--- config.mk ---
export PLATFORM = sky130hd
export DESIGN_NAME = csh_mul
export DESIGN_NICKNAME = d
export VERILOG_FILES = /design/src/design/csh_pkg.sv /design/src/design/csh_mul.sv
export SDC_FILE = /design/constraint.sdc
export NUM_CORES = 2
export LEC_CHECK = 0
export BUFFER_PORTS_ARGS = -buffer_cell sky130_fd_sc_hd__buf_2
export CAP_MARGIN = 20
export CORE_MARGIN = 4
export CORE_UTILIZATION = 35
export CTS_CLUSTER_SIZE = 25
export DETAILED_ROUTE_END_ITERATION = 8
export MAX_ROUTING_LAYER = met4
export PLACE_DENSITY = 0.48
export SLEW_MARGIN = 20
export SYNTH_ARGS = -nofsm -noshare
export SYNTH_HDL_FRONTEND = slang
export SYNTH_SLANG_ARGS = --single-unit
--- constraint.sdc ---
create_clock -name i_clk -period 10 [get_ports i_clk]
set_clock_uncertainty 0.15 [all_clocks]
set_input_delay 1 -clock i_clk [delete_from_list [all_inputs] [get_ports i_clk]]
set_output_delay 1 -clock i_clk [all_outputs]
set_load 0.02 [all_outputs]
--- src/design/csh_pkg.sv ---
// Package with the shared constants and types of the capsule-sphere hit test.
package csh_pkg;

    // Multiplier slice width and the fixed latency of the pipelined multiplier.
    localparam int LIMB_W  = 32;
    localparam int MUL_LAT = 5;

    // Item latency from the accepting edge to the result strobe.
    localparam int LAT = 3 * MUL_LAT + 5;

    // Cycles the config-derived products need to settle after a write or reset.
    localparam int SETTLE = 2 * MUL_LAT + 2;

    typedef logic [2:0] t_reg_idx;

    localparam t_reg_idx REG_CENTER_X = 3'd0;
    localparam t_reg_idx REG_CENTER_Y = 3'd1;
    localparam t_reg_idx REG_CENTER_Z = 3'd2;
    localparam t_reg_idx REG_AXIS_X   = 3'd3;
    localparam t_reg_idx REG_AXIS_Y   = 3'd4;
    localparam t_reg_idx REG_AXIS_Z   = 3'd5;
    localparam t_reg_idx REG_LENGTH   = 3'd6;
    localparam t_reg_idx REG_RADIUS   = 3'd7;

    // Comparison flags carried alongside an item while its last products form.
    typedef struct packed {
        logic on_seg;
        logic cross_hit;
    } t_late_flags;

    typedef struct packed {
        logic near_hit;
        logic a4_neg;
    } t_early_flags;

endpackage

--- src/design/csh_mul.sv ---
// Pipelined signed multiplier built from 32x32 partial products.
module csh_mul #(
    parameter int WA = 32,
    parameter int WB = 32
) (
    input  logic                    i_clk,
    input  logic signed [WA-1:0]    i_a,
    input  logic signed [WB-1:0]    i_b,
    output logic signed [WA+WB-1:0] o_p
);
    import csh_pkg::*;

    localparam int NA = (WA + LIMB_W - 1) / LIMB_W;
    localparam int NB = (WB + LIMB_W - 1) / LIMB_W;
    localparam int WR = NB * LIMB_W + LIMB_W;
    localparam int WM = (NA + NB) * LIMB_W;

    logic [WA-1:0]          n_ma;
    logic [WB-1:0]          n_mb;
    logic [NA*LIMB_W-1:0]   r_ma;
    logic [NB*LIMB_W-1:0]   r_mb;
    logic [MUL_LAT-2:0]     r_neg;
    logic [2*LIMB_W-1:0]    r_pp [NA][NB];
    logic [WR-1:0]          n_row [NA];
    logic [WR-1:0]          r_row [NA];
    logic [WM-1:0]          n_mag;
    logic [WM-1:0]          r_mag;
    logic signed [WA+WB-1:0] r_p;

    // Magnitudes first, so the slices multiply as unsigned values.
    assign n_ma = i_a[WA-1] ? (~i_a + 1'b1) : i_a;
    assign n_mb = i_b[WB-1] ? (~i_b + 1'b1) : i_b;

    always_comb begin
        for (int i = 0; i < NA; i++) begin
            n_row[i] = '0;
            for (int j = 0; j < NB; j++) begin
                n_row[i] = n_row[i] + (WR'(r_pp[i][j]) << (LIMB_W * j));
            end
        end
    end

    always_comb begin
        n_mag = '0;
        for (int i = 0; i < NA; i++) begin
            n_mag = n_mag + (WM'(r_row[i]) << (LIMB_W * i));
        end
    end

    always_ff @(posedge i_clk) begin
        r_ma  <= (NA*LIMB_W)'(n_ma);
        r_mb  <= (NB*LIMB_W)'(n_mb);
        r_neg <= {r_neg[MUL_LAT-3:0], i_a[WA-1] ^ i_b[WB-1]};
        for (int i = 0; i < NA; i++) begin
            for (int j = 0; j < NB; j++) begin
                r_pp[i][j] <= r_ma[LIMB_W*i +: LIMB_W] * r_mb[LIMB_W*j +: LIMB_W];
            end
        end
        r_row <= n_row;
        r_mag <= n_mag;
        r_p   <= r_neg[MUL_LAT-2] ? (WA+WB)'(~r_mag + 1'b1) : (WA+WB)'(r_mag);
    end

    assign o_p = r_p;

endmodule

==> out/metrics.csv <==
stage,metric,value,unit
global_route,grt_pass1_vias,31170,
clock_tree,htree_levels,2,
sta,min_period_over_period,92.0,%
detailed_routing,wl_per_cell,20.3,microns
place,portBuffers,128,
global_route,antenna_found_initial,5,
detailed_routing,drt_iter0_drc,1761,
worst_setup_path,worstSetupStartpointType,flop,
synth,synthFlopType,dfxtp_1,
detailed_routing,ant_nets,0,
final_layout,areaGrowthSynthToFinish,8.37,%
clock_tree,clkTransAtPathRegs,60,ps
final_layout,register_area,6530,sq um
synth,synth_edf_count,0,
synth,ys_warn_count,0,
synth,yosys-top-cells-count,"fa_1 (896), inv_1 (876), and2_1 (628), nand2_1 (484), dfxtp_1 (324)",
detailed_routing,first_pass_iters,5,
min_path,min_path_type,reg -> reg,
worst_setup_path,cp_data_required_time,10320,ps
worst_setup_path,crit_type,reg -> reg,
clock_tree,clock-root-buffer,clkbuf_16,
sta,rsz0062_at_grt,false,
final_layout,drive_above_1_share,6.92,%
clock_tree,cts_max_path_buffers,3,
final_layout,nets,5627,
clock_tree,cts_hold_buf,0,
status,outcome,completed,
sta,fmax,0.109,GHz
global_route,grt_overflow,0,
clock_tree,clock_latency,600,ps
die,rows,127,
synth,async_reset_ff_share,0,%
die,die_h,356,microns
detailed_routing,vias,28646,
synth,synth_area,42400,sq um
clock_tree,cts_sinks,324,
final_layout,fillers,12334,
die,initial_utilization,35.3,%
sta,fin_tns_setup,0,ps
die,die_area,127000,sq um
die,io_pins,129,
worst_setup_path,crit_path_end_kind,flop,
flow_run,maxCapViolations,0,
die,die_w,356,microns
sta,fin_crit,9200,ps
synth,yosysSeqAreaShare,15.3,%
clock_tree,post-cts-setup-buffer-count,0,
synth,syn_avg_cell_area,9.64,sq um
synth,syn_inst,4405,
detailed_routing,vias_per_cell,4.74,
final_layout,multi_input_area,31800,sq um
synth,post-synth-top-count-cell,fa_1,
place,dp_hpwl,97.7,mm
clock_tree,cts_tree,built,
detailed_routing,wirelength,123,mm
synth,yosysTopAreaCellShare,42.3,%
synth,syn-num-nets,5632,
global_route,grt_pass1_wl,191,mm
sta,drv_slew,0,
global_route,grtUsageTotal,20.4,%
sta,relSlewSlack,25.2,%
worst_setup_path,path_max_fanout,21,
global_route,grt_max_degree,65,
synth,yosysTopAreaCell,fa_1,
sta,final-hold-violation-count,0,
clock_tree,cts_buffers,38,
synth,ys_seq_elements,324,
sta,worstMarginPinSlew,1120,ps
clock_tree,cts_resized,0,
place,gp_congestion,0.850,
sta,setup_violations,0,
synth,ys_types,60,
detailed_routing,route.detailed.drc,0,
die,coreArea,120000,sq um
synth,synthTopCellsByArea,"fa_1 (42%), dfxtp_1 (15%), and2_1 (9.3%), ha_1 (7.8%), inv_1 (7.7%)",
worst_setup_path,critPathArrivalTime,9530,ps
-- state kept, by name, summed over array words and instances, names as in the netlist --
name,flops
o_p,64
r_mag,64
r_pp,64
r_row,64
r_ma,32
r_mb,32
r_neg,4
-- layer usage --
| layer | vias up | GRT usage (%) | part of all wire [%] |
|---|---|---|---|
| met4 | 0 | 3.43 | 1.5 |
| met2 | 755 | 29.9 | 43 |
| met5 | - | - | 0 |
| met3 | 101 | 3.00 | 6.2 |
| li1 | 13062 | - | - |
| met1 | 14728 | 30.3 | 49 |
-- cell families (layout without fill, tap and decap cells) --
logic type	after synthesis	after routing	share of synthesized area [%]
buffers and inverters	1111	1131	9.83
flip-flops	324	324	15.3
adder cells (fa/ha/maj)	1162	1162	50.1
AND/OR/NAND/NOR	1321	1321	16.5
other	0	5	0
AO/OA/AOI/OAI	305	305	4.57
XOR/XNOR	182	182	3.76
-- critical path, cell delays in order, from the launching register on --
cell	delay [ps]
dfxtp_1	1040
buf_4	310
nand2_1	110
fa_1	550
inv_1	60
fa_1	460
fa_1	500
inv_1	50
fa_1	470
inv_1	50
fa_1	450
ha_1	320
fa_1	410
fa_1	480
ha_1	530
nand3_1	210
nor4_1	210
a21oi_1	160
a2111oi_0	920
buf_4	240
o211ai_1	210
a2111oi_0	540
nor3_1	170
o31ai_1	300
xnor2_1	170
-- through the flow --
step	hold slack, ps	setup slack (ps)	std cells	util, %	cell area, sq um
6_report	143	796	6042	38.3	46000
2_1_floorplan	160	2520	4405	-	42400
3_5_place_dp	162	978	5972	37.2	44700
3_3_place_gp	161	1100	5972	37.2	44700
4_1_cts	152	931	6037	38.3	46000
5_1_grt	158	306	6037	38.3	46000
-- cell usage in the layout (no fill, tap or decap), types with 4 or more instances in the layout --
cell / count
fa_1: 896
a21boi_0: 8
o21ai_0: 78
and3_1: 10
nand4_1: 24
nand3_1: 23
buf_4: 61
dfxtp_1: 292
o21bai_1: 13
inv_1: 876
o31ai_1: 32
or4_1: 15
or2_2: 8
xor2_1: 37
a21oi_1: 87
nand2b_1: 12
a21o_1: 28
clkbuf_1: 4
clkbuf_8: 7
buf_2: 128
o21a_1: 8
nand2_1: 484
nor2b_1: 8
a2111oi_0: 4
o41ai_1: 15
clkinv_2: 6
clkbuf_16: 39
nor2_1: 40
nor4_1: 11
dfxtp_2: 31
and2_1: 628
nor3_1: 24
clkinvlp_4: 4
a31oi_1: 8
xnor2_1: 145
or3_1: 15
diode_2: 5
ha_1: 266
o211ai_1: 5
-- area by class of cell --
class	instances	area share [%]
antenna	5	0.0272
clock buffer	50	2.36
clock inverter	15	0.348
inverter	876	7.15
multi-input combinational	2970	69.1
sequential	324	14.2
tap	1612	4.38
timing repair buffer	190	2.43
-- worst paths after layout --
| kind | from | end | slack, ps | cells past startpoint |
|---|---|---|---|---|
| max | r_mb[10] | r_pp[0][63] | 800 | 24 |
| max reg2reg | r_mb[10] | r_pp[0][63] | 800 | 24 |
| min reg2reg | r_pp[0][45] | r_row[45] | 140 | 0 |
| min | r_pp[0][45] | r_row[45] | 140 | 0 |
Power is left out: the tool's default activity adds up to more than one toggle a clock period on the data nets, which glitch-free logic cannot reach.
